**src/design/ptsg_pkg.sv**
```systemverilog
// Package for the pulse/triangle tone generator: request codes, address codes,
// and fixed constants shared by the front, the divider and the voice engine.
// No dependencies.
package ptsg_pkg;

  typedef enum logic [1:0] {
    REQ_WRITE  = 2'd0,
    REQ_TICK   = 2'd1,
    REQ_SAMPLE = 2'd2,
    REQ_NONE   = 2'd3
  } req_t;

  localparam logic [4:0] ADDR_P0_CTRL   = 5'd0;
  localparam logic [4:0] ADDR_P0_SWEEP  = 5'd1;
  localparam logic [4:0] ADDR_P0_LO     = 5'd2;
  localparam logic [4:0] ADDR_P0_HI     = 5'd3;
  localparam logic [4:0] ADDR_P1_CTRL   = 5'd4;
  localparam logic [4:0] ADDR_P1_SWEEP  = 5'd5;
  localparam logic [4:0] ADDR_P1_LO     = 5'd6;
  localparam logic [4:0] ADDR_P1_HI     = 5'd7;
  localparam logic [4:0] ADDR_TRI_LEN   = 5'd8;
  localparam logic [4:0] ADDR_TRI_LO    = 5'd10;
  localparam logic [4:0] ADDR_TRI_HI    = 5'd11;

  // Clock constants times ten for the phase step numerators.
  localparam logic [20:0] PULSE_CLK_X10 = 21'd1118608;
  localparam logic [20:0] TRI_CLK_X10   = 21'd559304;
  localparam logic [18:0] RATE_X10      = 19'd441000;

  // Classified item that travels through the queue.
  typedef struct packed {
    req_t       req;
    logic [4:0] addr;
    logic [7:0] data;
  } item_t;

  // Divider request and response.
  typedef struct packed {
    logic        start;
    logic        tri_sel;
    logic [10:0] period;
  } div_req_t;

endpackage

```
**src/design/ptsg_front.sv**
```systemverilog
// Front part: accepts request words and keeps them in a short queue.
// Depends on ptsg_pkg.
module ptsg_front (
  input  logic                 clk,
  input  logic                 rst,
  input  logic                 in_valid,
  output logic                 in_ready,
  input  ptsg_pkg::item_t      in_item,
  output logic                 q_valid,
  input  logic                 q_ready,
  output ptsg_pkg::item_t      q_item
);
  import ptsg_pkg::*;

  item_t      mem [4];
  logic [1:0] wr_ptr;
  logic [1:0] rd_ptr;
  logic [2:0] count;
  logic       push;
  logic       pop;

  assign in_ready = (count != 3'd4);
  assign q_valid  = (count != 3'd0);
  assign q_item   = mem[rd_ptr];
  // Requests of kind three are dropped here: they need no back-end work.
  assign push     = in_valid && in_ready && (in_item.req != REQ_NONE);
  assign pop      = q_valid && q_ready;

  always_ff @(posedge clk) begin
    if (push) begin
      mem[wr_ptr] <= in_item;
    end
  end

  always_ff @(posedge clk) begin
    if (rst) begin
      wr_ptr <= '0;
      rd_ptr <= '0;
      count  <= '0;
    end else begin
      if (push) wr_ptr <= wr_ptr + 2'd1;
      if (pop)  rd_ptr <= rd_ptr + 2'd1;
      count <= count + {2'b0, push} - {2'b0, pop};
    end
  end

`ifndef SYNTHESIS
  a_no_overflow: assert property (@(posedge clk) disable iff (rst)
    count == 3'd4 |-> !push) else $error("queue overflow");
  a_no_underflow: assert property (@(posedge clk) disable iff (rst)
    count == 3'd0 |-> !pop) else $error("queue underflow");
  a_count_step: assert property (@(posedge clk) disable iff (rst)
    push && !pop |=> count == $past(count) + 3'd1) else $error("count step");
`endif

endmodule

```
**src/design/ptsg_div.sv**
```systemverilog
// Restoring divider for phase steps: floor(clk_x10 * 2^PB / (441000*(p+1))).
// One quotient bit per cycle. Depends on ptsg_pkg.
module ptsg_div #(
  parameter int PHASE_BITS = 24
) (
  input  logic                      clk,
  input  logic                      rst,
  input  ptsg_pkg::div_req_t        req,
  output logic                      busy,
  output logic                      done,
  output logic [PHASE_BITS-1:0]     quot
);
  import ptsg_pkg::*;

  localparam int NUM_W = 21 + PHASE_BITS;
  localparam int DEN_W = 30;
  localparam int CW    = $clog2(NUM_W + 1);

  logic [NUM_W-1:0] num;
  logic [DEN_W:0]   rem;
  logic [DEN_W-1:0] den;
  logic [PHASE_BITS-1:0] q;
  logic [CW-1:0]    cnt;
  logic [DEN_W:0]   trial;
  logic [DEN_W:0]   shifted;

  // Only the low PHASE_BITS quotient bits are kept.
  assign quot    = q;
  assign shifted = {rem[DEN_W-1:0], num[NUM_W-1]};
  assign trial   = shifted - {1'b0, den};

  always_ff @(posedge clk) begin
    if (rst) begin
      busy <= 1'b0;
      done <= 1'b0;
      cnt  <= '0;
    end else begin
      done <= 1'b0;
      if (req.start) begin
        busy <= 1'b1;
        cnt  <= CW'(NUM_W);
        num  <= {(req.tri_sel ? TRI_CLK_X10 : PULSE_CLK_X10), {PHASE_BITS{1'b0}}};
        den  <= DEN_W'(RATE_X10 * ({19'd0, req.period} + 30'd1));
        rem  <= '0;
        q    <= '0;
      end else if (busy) begin
        num <= {num[NUM_W-2:0], 1'b0};
        if (!trial[DEN_W]) begin
          rem <= trial;
          q   <= {q[PHASE_BITS-2:0], 1'b1};
        end else begin
          rem <= shifted;
          q   <= {q[PHASE_BITS-2:0], 1'b0};
        end
        cnt <= cnt - CW'(1);
        if (cnt == CW'(1)) begin
          busy <= 1'b0;
          done <= 1'b1;
        end
      end
    end
  end

`ifndef SYNTHESIS
  a_done_after_busy: assert property (@(posedge clk) disable iff (rst)
    done |-> $past(busy)) else $error("done without busy");
  a_no_restart: assert property (@(posedge clk) disable iff (rst)
    busy |-> !req.start) else $error("divider restarted while busy");
  a_done_pulse: assert property (@(posedge clk) disable iff (rst)
    done |=> !done) else $error("done held");
`endif

endmodule

```
**src/design/ptsg_voice.sv**
```systemverilog
// Back part: channel state, register writes, sweep ticks and sample mixing.
// Depends on ptsg_pkg and ptsg_div.
module ptsg_voice #(
  parameter int PHASE_BITS     = 24,
  parameter int SWEEP_INTERVAL = 100000,
  parameter int LENGTH_SCALE   = 10000
) (
  input  logic                clk,
  input  logic                rst,
  input  logic                q_valid,
  output logic                q_ready,
  input  ptsg_pkg::item_t     q_item,
  output logic                out_valid,
  input  logic                out_ready,
  output logic signed [14:0]  out_sample
);
  import ptsg_pkg::*;

  localparam int PB = PHASE_BITS;
  localparam logic [PB-1:0] HALF = {1'b1, {(PB-1){1'b0}}};

  // Pulse level for each volume step: (v * 32768 + 7) / 15.
  localparam logic [16:0] AMP_LUT [16] = '{
    17'd0,     17'd2185,  17'd4369,  17'd6554,  17'd8738,  17'd10923,
    17'd13107, 17'd15292, 17'd17476, 17'd19661, 17'd21845, 17'd24030,
    17'd26214, 17'd28399, 17'd30583, 17'd32768
  };

  typedef enum logic [3:0] {
    S_IDLE, S_DIV_WAIT, S_SWEEP, S_SWEEP_DIV, S_P0, S_P1, S_TRI,
    S_SCALE, S_OUT
  } state_t;

  state_t state;
  item_t  cur;
  logic   sweep_ch;

  logic [1:0]    duty   [2];
  logic [3:0]    vol    [2];
  logic [10:0]   per    [2];
  logic [PB-1:0] ph     [2];
  logic [PB-1:0] stp    [2];
  logic          sw_en  [2];
  logic          sw_neg [2];
  logic [2:0]    sw_sh  [2];
  logic [16:0]   sw_wait[2];
  logic [19:0]   plen   [2];
  logic [10:0]   tper;
  logic [PB-1:0] tph;
  logic [PB-1:0] tstp;
  logic [21:0]   tlen;

  logic signed [18:0] acc;
  logic signed [31:0] prod;
  logic               div_tri;
  logic               div_ch;
  logic               div_start;
  logic [10:0]        div_period;
  logic               div_launch;

  div_req_t         dreq;
  logic             dbusy;
  logic             ddone;
  logic [PB-1:0]    dquot;

  assign dreq = '{start: div_start, tri_sel: div_tri, period: div_period};

  ptsg_div #(.PHASE_BITS(PB)) u_div (
    .clk(clk), .rst(rst), .req(dreq), .busy(dbusy), .done(ddone), .quot(dquot)
  );

  // Combinational helpers for the channel handled in the current state.
  logic          pc;
  logic [10:0]   pp;
  logic [10:0]   amt;
  logic [11:0]   np_add;
  logic [10:0]   np_sub;
  logic          sw_fail;
  logic [PB-1:0] thr;
  logic [16:0]   amp;
  logic signed [18:0] pv;
  logic [PB-1:0] tf;
  logic signed [18:0] tv;
  logic signed [18:0] clamped;
  logic [10:0]   wr_per;

  always_comb begin
    if (state == S_P1)      pc = 1'b1;
    else if (state == S_P0) pc = 1'b0;
    else                    pc = sweep_ch;
    pp     = per[pc];
    amt    = pp >> sw_sh[pc];
    np_add = {1'b0, pp} + {1'b0, amt};
    np_sub = pp - amt;
    if (sw_neg[pc]) sw_fail = (np_sub < 11'd8);
    else            sw_fail = (np_add > 12'h7ff) || (np_add < 12'd8);
    thr = (duty[pc] == 2'd0) ? (HALF >> 2) : (PB'(duty[pc]) << (PB - 2));
    amp = AMP_LUT[vol[pc]];
    pv  = (ph[pc] > thr) ? $signed({2'b0, amp}) : -$signed({2'b0, amp});
    tf  = (tph > HALF) ? (PB'(0) - tph) : tph;
    tv  = $signed(19'(tf >> (PB - 15))) - 19'sd8192;
    if (acc > 19'sd32768)       clamped = 19'sd32768;
    else if (acc < -19'sd32768) clamped = -19'sd32768;
    else                        clamped = acc;
    wr_per = 11'd0;
    if (cur.addr == ADDR_P0_LO || cur.addr == ADDR_P1_LO)
      wr_per = {per[cur.addr[2]][10:8], cur.data};
    else if (cur.addr == ADDR_P0_HI || cur.addr == ADDR_P1_HI)
      wr_per = {1'b0, cur.data[1:0], per[cur.addr[2]][7:0]};
    else if (cur.addr == ADDR_TRI_LO)
      wr_per = {tper[10:8], cur.data};
    else
      wr_per = {1'b0, cur.data[1:0], tper[7:0]};
    // A divider pass starts for a period write or for a sweep that moves the period.
    div_launch = 1'b0;
    if (state == S_DIV_WAIT && !ddone && !dbusy && !div_start) begin
      if (cur.addr < 5'd8) div_launch = cur.addr[1];
      else div_launch = (cur.addr == ADDR_TRI_LO) || (cur.addr == ADDR_TRI_HI);
    end else if (state == S_SWEEP && sw_en[pc] && sw_wait[pc] == 17'd0 && !sw_fail) begin
      div_launch = 1'b1;
    end
  end

  assign q_ready = (state == S_IDLE);

  always_ff @(posedge clk) begin
    if (rst) begin
      state     <= S_IDLE;
      out_valid <= 1'b0;
      div_start <= 1'b0;
      sweep_ch  <= 1'b0;
      for (int c = 0; c < 2; c++) begin
        duty[c] <= '0; vol[c] <= '0; per[c] <= '0; ph[c] <= '0; stp[c] <= '0;
        sw_en[c] <= 1'b0; sw_neg[c] <= 1'b0; sw_sh[c] <= '0; sw_wait[c] <= '0;
        plen[c] <= '0;
      end
      tper <= '0; tph <= '0; tstp <= '0; tlen <= '0;
    end else begin
      div_start <= div_launch;
      unique case (state)
        S_IDLE: begin
          if (q_valid) begin
            cur <= q_item;
            unique case (q_item.req)
              REQ_WRITE:  state <= S_DIV_WAIT;
              REQ_TICK: begin
                sweep_ch <= 1'b0;
                state    <= S_SWEEP;
              end
              REQ_SAMPLE: begin
                acc   <= '0;
                state <= S_P0;
              end
              default:    state <= S_IDLE;
            endcase
          end
        end
        S_DIV_WAIT: begin
          // Register write; period writes launch the divider then wait.
          if (ddone) begin
            if (div_tri) tstp <= dquot;
            else         stp[div_ch] <= dquot;
            state <= S_IDLE;
          end else if (!dbusy && !div_start) begin
            if (!div_launch) state <= S_IDLE;
            if (cur.addr < 5'd8) begin
              priority case (cur.addr[1:0])
                2'd0: begin
                  duty[cur.addr[2]] <= cur.data[7:6];
                  vol[cur.addr[2]]  <= cur.data[4] ? cur.data[3:0] : 4'd0;
                end
                2'd1: begin
                  sw_en[cur.addr[2]]   <= cur.data[7];
                  sw_neg[cur.addr[2]]  <= cur.data[3];
                  sw_sh[cur.addr[2]]   <= cur.data[2:0];
                  sw_wait[cur.addr[2]] <= '0;
                end
                default: begin
                  per[cur.addr[2]] <= wr_per;
                  if (cur.addr[1:0] == 2'd3) begin
                    ph[cur.addr[2]]   <= '0;
                    plen[cur.addr[2]] <= 20'(cur.data[7:3] * LENGTH_SCALE);
                  end
                  div_period <= wr_per;
                  div_tri    <= 1'b0;
                  div_ch     <= cur.addr[2];
                end
              endcase
            end else if (cur.addr == ADDR_TRI_LEN) begin
              tlen <= 22'(cur.data[6:0] * LENGTH_SCALE);
            end else if (cur.addr == ADDR_TRI_LO || cur.addr == ADDR_TRI_HI) begin
              tper <= wr_per;
              if (cur.addr == ADDR_TRI_HI) tph <= '0;
              div_period <= wr_per;
              div_tri    <= 1'b1;
            end
          end
        end
        S_SWEEP: begin
          sweep_ch <= 1'b1;
          if (div_launch) state <= S_SWEEP_DIV;
          else            state <= sweep_ch ? S_IDLE : S_SWEEP;
          if (sw_en[pc]) begin
            if (sw_wait[pc] != 17'd0) begin
              sw_wait[pc] <= sw_wait[pc] - 17'd1;
            end else begin
              sw_wait[pc] <= 17'(SWEEP_INTERVAL);
              if (sw_fail) begin
                vol[pc]   <= '0;
                sw_en[pc] <= 1'b0;
              end else begin
                per[pc]    <= sw_neg[pc] ? np_sub : np_add[10:0];
                div_period <= sw_neg[pc] ? np_sub : np_add[10:0];
                div_tri    <= 1'b0;
                div_ch     <= pc;
              end
            end
          end
        end
        S_SWEEP_DIV: begin
          if (ddone) begin
            stp[div_ch] <= dquot;
            state       <= div_ch ? S_IDLE : S_SWEEP;
            sweep_ch    <= 1'b1;
          end
        end
        S_P0, S_P1: begin
          if (pp > 11'd7) begin
            acc    <= acc + pv;
            ph[pc] <= ph[pc] + stp[pc];
            if (plen[pc] == 20'd0) per[pc] <= '0;
            else                   plen[pc] <= plen[pc] - 20'd1;
          end
          state <= (state == S_P0) ? S_P1 : S_TRI;
        end
        S_TRI: begin
          if (tper != 11'd0) begin
            acc <= acc + tv;
            tph <= tph + tstp;
            if (tlen == 22'd0) tper <= '0;
            else               tlen <= tlen - 22'd1;
          end
          state <= S_SCALE;
        end
        S_SCALE: begin
          prod  <= 32'(clamped) * 32'sd16000;
          state <= S_OUT;
        end
        S_OUT: begin
          if (!out_valid || out_ready) begin
            // Truncate toward zero: bias negatives before the shift.
            out_sample <= 15'((prod + (prod[31] ? 32'sd32767 : 32'sd0)) >>> 15);
            out_valid  <= 1'b1;
            state      <= S_IDLE;
          end
        end
        default: state <= S_IDLE;
      endcase
      if (out_valid && out_ready && !(state == S_OUT)) out_valid <= 1'b0;
    end
  end

`ifndef SYNTHESIS
  a_ready_idle: assert property (@(posedge clk) disable iff (rst)
    q_ready |-> state == S_IDLE) else $error("ready outside idle");
  a_out_range: assert property (@(posedge clk) disable iff (rst)
    out_valid |-> (out_sample <= 15'sd16000 && out_sample >= -15'sd16000))
    else $error("sample out of range");
  a_div_start_idle: assert property (@(posedge clk) disable iff (rst)
    dreq.start |-> !dbusy) else $error("divider started while busy");
`endif

endmodule

```
**src/design/pulse_triangle_sound_generator_top.sv**
```systemverilog
// Top level of the pulse/triangle tone generator.
// Depends on ptsg_pkg, ptsg_front, ptsg_voice (and ptsg_div below it).
//
// Usage: each input word on the s_axis channel is one request. tuser carries
// req_type (0 register write, 1 sweep tick, 2 sample request); tdata carries
// reg_addr in bits 4:0 and write_data in bits 12:5. Only a sample request
// produces an output word on m_axis: a signed 15-bit sample in tdata.
// A front queue of four words accepts requests while the back end works; an
// accepted word is registered in the queue and waits there until the back end
// is idle. A plain register write is applied directly; a period write also
// waits for a divider pass (one quotient bit per cycle); a sweep tick visits
// both pulse channels and runs a divider pass for each one whose period moves;
// a sample request sums both pulse channels and the triangle, scales the sum
// and registers it on m_axis.
// The output register holds a sample until m_axis_tready; while it waits,
// the back end stops at the next sample and the queue fills, then
// s_axis_tready drops. Reset (rst, synchronous) clears all channel state,
// empties the queue and drops the output valid.
module pulse_triangle_sound_generator_top #(
  parameter int PHASE_BITS     = 24,
  parameter int SWEEP_INTERVAL = 100000,
  parameter int LENGTH_SCALE   = 10000
) (
  input  logic        clk,
  input  logic        rst,
  input  logic        s_axis_tvalid,
  output logic        s_axis_tready,
  input  logic [15:0] s_axis_tdata,   // reg_addr[4:0], write_data[12:5]
  input  logic [1:0]  s_axis_tuser,   // req_type[1:0]
  output logic        m_axis_tvalid,
  input  logic        m_axis_tready,
  output logic [15:0] m_axis_tdata    // sample[14:0]
);
  import ptsg_pkg::*;

  item_t in_item;
  item_t q_item;
  logic  q_valid;
  logic  q_ready;
  logic signed [14:0] sample;

  // Unpack the request word into the queue item.
  assign in_item.req  = req_t'(s_axis_tuser);
  assign in_item.addr = s_axis_tdata[4:0];
  assign in_item.data = s_axis_tdata[12:5];

  ptsg_front u_front (
    .clk(clk), .rst(rst),
    .in_valid(s_axis_tvalid), .in_ready(s_axis_tready), .in_item(in_item),
    .q_valid(q_valid), .q_ready(q_ready), .q_item(q_item)
  );

  ptsg_voice #(
    .PHASE_BITS(PHASE_BITS), .SWEEP_INTERVAL(SWEEP_INTERVAL),
    .LENGTH_SCALE(LENGTH_SCALE)
  ) u_voice (
    .clk(clk), .rst(rst),
    .q_valid(q_valid), .q_ready(q_ready), .q_item(q_item),
    .out_valid(m_axis_tvalid), .out_ready(m_axis_tready), .out_sample(sample)
  );

  assign m_axis_tdata = {1'b0, sample};

endmodule
```
**config.mk**
```make
export PLATFORM = sky130hd
export DESIGN_NAME = pulse_triangle_sound_generator_top
export DESIGN_NICKNAME = d
export VERILOG_FILES = /design/src/design/ptsg_pkg.sv /design/src/design/ptsg_front.sv /design/src/design/ptsg_div.sv /design/src/design/ptsg_voice.sv /design/src/design/pulse_triangle_sound_generator_top.sv
export SDC_FILE = /design/constraint.sdc
export NUM_CORES = 2
export LEC_CHECK = 0
export BUFFER_PORTS_ARGS = -buffer_cell sky130_fd_sc_hd__buf_2
export CORE_MARGIN = 10
export CORE_UTILIZATION = 40
export DETAILED_ROUTE_END_ITERATION = 8
export PLACE_DENSITY = 0.66
export SLEW_MARGIN = 20
export SYNTH_ARGS = -nofsm -noshare
export SYNTH_HDL_FRONTEND = slang
export SYNTH_SLANG_ARGS = --single-unit
```
**constraint.sdc**
```tcl
create_clock -name clk -period 9.4 [get_ports clk]
set_input_delay 2.35 -clock clk [delete_from_list [all_inputs] [get_ports clk]]
set_output_delay 2.35 -clock clk [all_outputs]
set_load 0.005 [all_outputs]
```
==> run_results.csv <==
group,metric,value,unit
final_layout,final_common_cell,"edfxtp_1",
global_routing,antenna_found_initial,0,
worst_setup_path,critPathMaxStageDelay,0.90,ns
cts,cts_sinks,563,
logic_synthesis,synth_edf_count,457,
sta,fmax,137,MHz
die,die_height,333,um
sta,finalSetupViolCount,0,
worst_setup_path,start_kind,"flip-flop",
worst_setup_path,path_class,"flip-flop to flip-flop",
final_layout,antennaDiodeCount,0,
sta,period_minus_slack,7.30,ns
routing,drc,0,
worst_setup_path,cp_max_fo,11,
die,ios,40,
job,cap_viol_max_count,0,
die,core_area,97000,um^2
cts,htree_num_levels,2,
cts,hold_buffers,0,
cts,post_cts_resized,0,
cts,clkTransAtPathRegs,0.07,ns
routing,drtIter0Drc,1905,
logic_synthesis,ys_ff_latch,563,
status,status,"finished, final reports clean",
global_routing,grt_pass1_vias,26900,
placement,place_congestion,0.852,
final_layout,synthToLayoutAreaGrowth,8.99,%
sta,relSlewSlack,22.3,%
routing,wl,83800,um
cts,cts_tree,"done",
routing,drtAntennaViolNets,0,
worst_setup_path,cp_common_cell,"a2111oi_0",
global_routing,grt_pass1_wl,138000,um
final_layout,n_fill_cell,9154,
worst_setup_path,r2r_setup_slack,2.10,ns
logic_synthesis,syn-cell-area,39200,um^2
sta,setup_tns,0,ns
cts,cts.path.max_buffers,3,
logic_synthesis,netlist_instances,3850,
routing,num_vias,27400,
cts,clock-root-buffer,"clkbuf_16",
logic_synthesis,synthArstFlopShare,0,%
final_layout,drive_gt1_share,7.08,%
sta,fin_crit_sh,77.7,%
final_layout,nets,4365,
cts,cts_buffers,60,
sta,skew,0.0219,ns
worst_setup_path,crit_required,9.76,ns
logic_synthesis,avgSynthCellArea,10.2,um^2
worst_setup_path,endpoint_kind,"flip-flop",
sta,maxSlewViolCount,0,
worst_setup_path,slowest_stage,"a2111oi_0",
global_routing,grt_overflow,0,
sta,rsz0062_at_grt,"false",
routing,drt_first_pass_iters,6,
die,fp.dieArea,111000,um^2
placement,hpwl,61100,um
cts,worstSkewPairLatency,0.63,ns
logic_synthesis,ys_seq_area_share,40.4,%
global_routing,grt_max_degree,87,
placement,numPortBuffers,35,
sta,worst_pin_slew,1.17,ns
routing,wl_per_cell,16.2,um
routing,via_per_inst,5.30,
die,start_util,40.4,%
die,num_rows,114,
final_layout,mostFrequentLayoutCells,"edfxtp_1, nor2_1, nand2_1",
die,die_w,333,um
logic_synthesis,ys_warn_count,0,
cts,post_cts_buffers,0,
worst_setup_path,path_cells,"nor3b_2 -> mux2i_4 -> mux2i_1 -> and2_1 -> ha_1 -> nand3_1 -> a2111oi_2 -> a41o_1 -> inv_2 -> o211ai_1 -> o21ai_0 -> fa_1 -> a21oi_1 -> o21bai_1 -> a2111oi_0 -> nor4_1 -> a2111oi_0 -> nor3_1 -> nand4_1 -> and3b_1 -> xor2_1 -> nor2_1",
global_routing,gr-usage-all-layers,14.7,%
worst_setup_path,worstPathArrival,7.66,ns
hold_path,min_path_type,"flip-flop to flip-flop",
sta,finalHoldViolCount,0,
logic_synthesis,synth.distinct_cells,104,
logic_synthesis,synthFlopType,"edfxtp_1",
-- cells in the mapped netlist (35+ instances only) --
cell	n	area, um^2
nand3_1	51	255
xnor2_1	150	1310
and3_1	35	219
ha_1	338	4230
nand2_1	360	1350
a21o_1	45	338
nor2_1	398	1490
mux2i_1	100	1000
a21oi_1	227	1140
o21ai_0	137	686
nor3_1	99	495
clkbuf_1	94	353
inv_1	289	1080
fa_1	157	3140
dfxtp_1	106	2120
and2_1	86	538
edfxtp_1	457	13700
nor2b_1	58	363
xor2_1	95	832
-- flip-flops by register name (all words and copies together), names as in the netlist, 13 cells and up, named ones only --
signal / count
u_voice.u_div.rem: 30
u_voice.tlen: 22
u_voice.sw_wait: 34
u_voice.stp: 48
u_voice.tstp: 24
u_voice.plen: 40
u_voice.out_sample: 15
u_voice.cur: 13
u_front.mem: 60
u_voice.per: 22
u_voice.u_div.num: 18
u_voice.prod: 24
u_voice.acc: 19
u_voice.u_div.quot: 24
u_voice.ph: 48
u_voice.u_div.den: 27
u_voice.tph: 24
-- metrics by stage --
stage               hold WS (ns)  setup slack [ns]  utilization, %  instances  instance area, um^2
finish                     0.456              2.10            44.0       5175                42700
global route               0.487              1.55            44.0       5175                42700
CTS                        0.459              2.12            44.0       5175                42700
detailed placement         0.449              2.22            42.0       5062                40800
global placement           0.444              2.31            42.0       5062                40800
floorplan                  0.427              1.87               -       3851                39200
-- critical path, delay by kind of cell (launching register included) --
| family | cells | cell delay, ns |
|---|---|---|
| and+or+nand+nor | 8 | 1.49 |
| xor gates and xnor gates | 1 | 0.16 |
| muxes | 2 | 1.14 |
| DFF | 1 | 0.53 |
| buffers and inverters | 1 | 0.20 |
| AOI/OAI and AO/OA | 8 | 2.88 |
| adders and majority gates | 2 | 0.62 |
-- kinds of logic after synthesis --
kind of cell             Yosys count  synth area share [%]
flip-flops                       563                  40.4
other                              1               0.00957
buffers and inverters            424                  4.26
AO/OA/AOI/OAI                    709                  11.5
multiplexers                     135                  4.05
AND/OR/NAND/NOR                 1277                  15.5
XOR/XNOR                         246                  5.52
adder cells (fa/ha/maj)          495                  18.8
-- final timing paths --
| kind | end | start | cells past startpoint |
|---|---|---|---|
| setup reg to reg | u_voice.acc[16] | u_voice.state[2] | 22 |
| setup / recovery | u_voice.acc[16] | u_voice.state[2] | 22 |
| hold / removal | u_voice.tlen[12] | u_voice.tlen[12] | 2 |
| hold reg to reg | u_voice.tlen[12] | u_voice.tlen[12] | 2 |
-- cell type report --
cell class	instances	area (um^2)	area share, %
clock buffer	74	1620	3.78
sequential	563	15800	37.1
multi-input combinational	2864	21800	51.0
inverter	290	1090	2.55
clock inverter	39	337	0.788
tap	1276	1600	3.74
timing repair buffer	69	445	1.04
-- layer usage --
metal	GRT usage [%]	wire, um	vias to the layer above
li1	-	-	13600
met2	24.9	39400	498
met5	0	0	-
met1	19.5	38500	13200
met4	4.38	2370	0
met3	1.93	3500	128
Power is left out: the tool's default activity adds up to more than one toggle a clock period on the data nets, which glitch-free logic cannot reach.
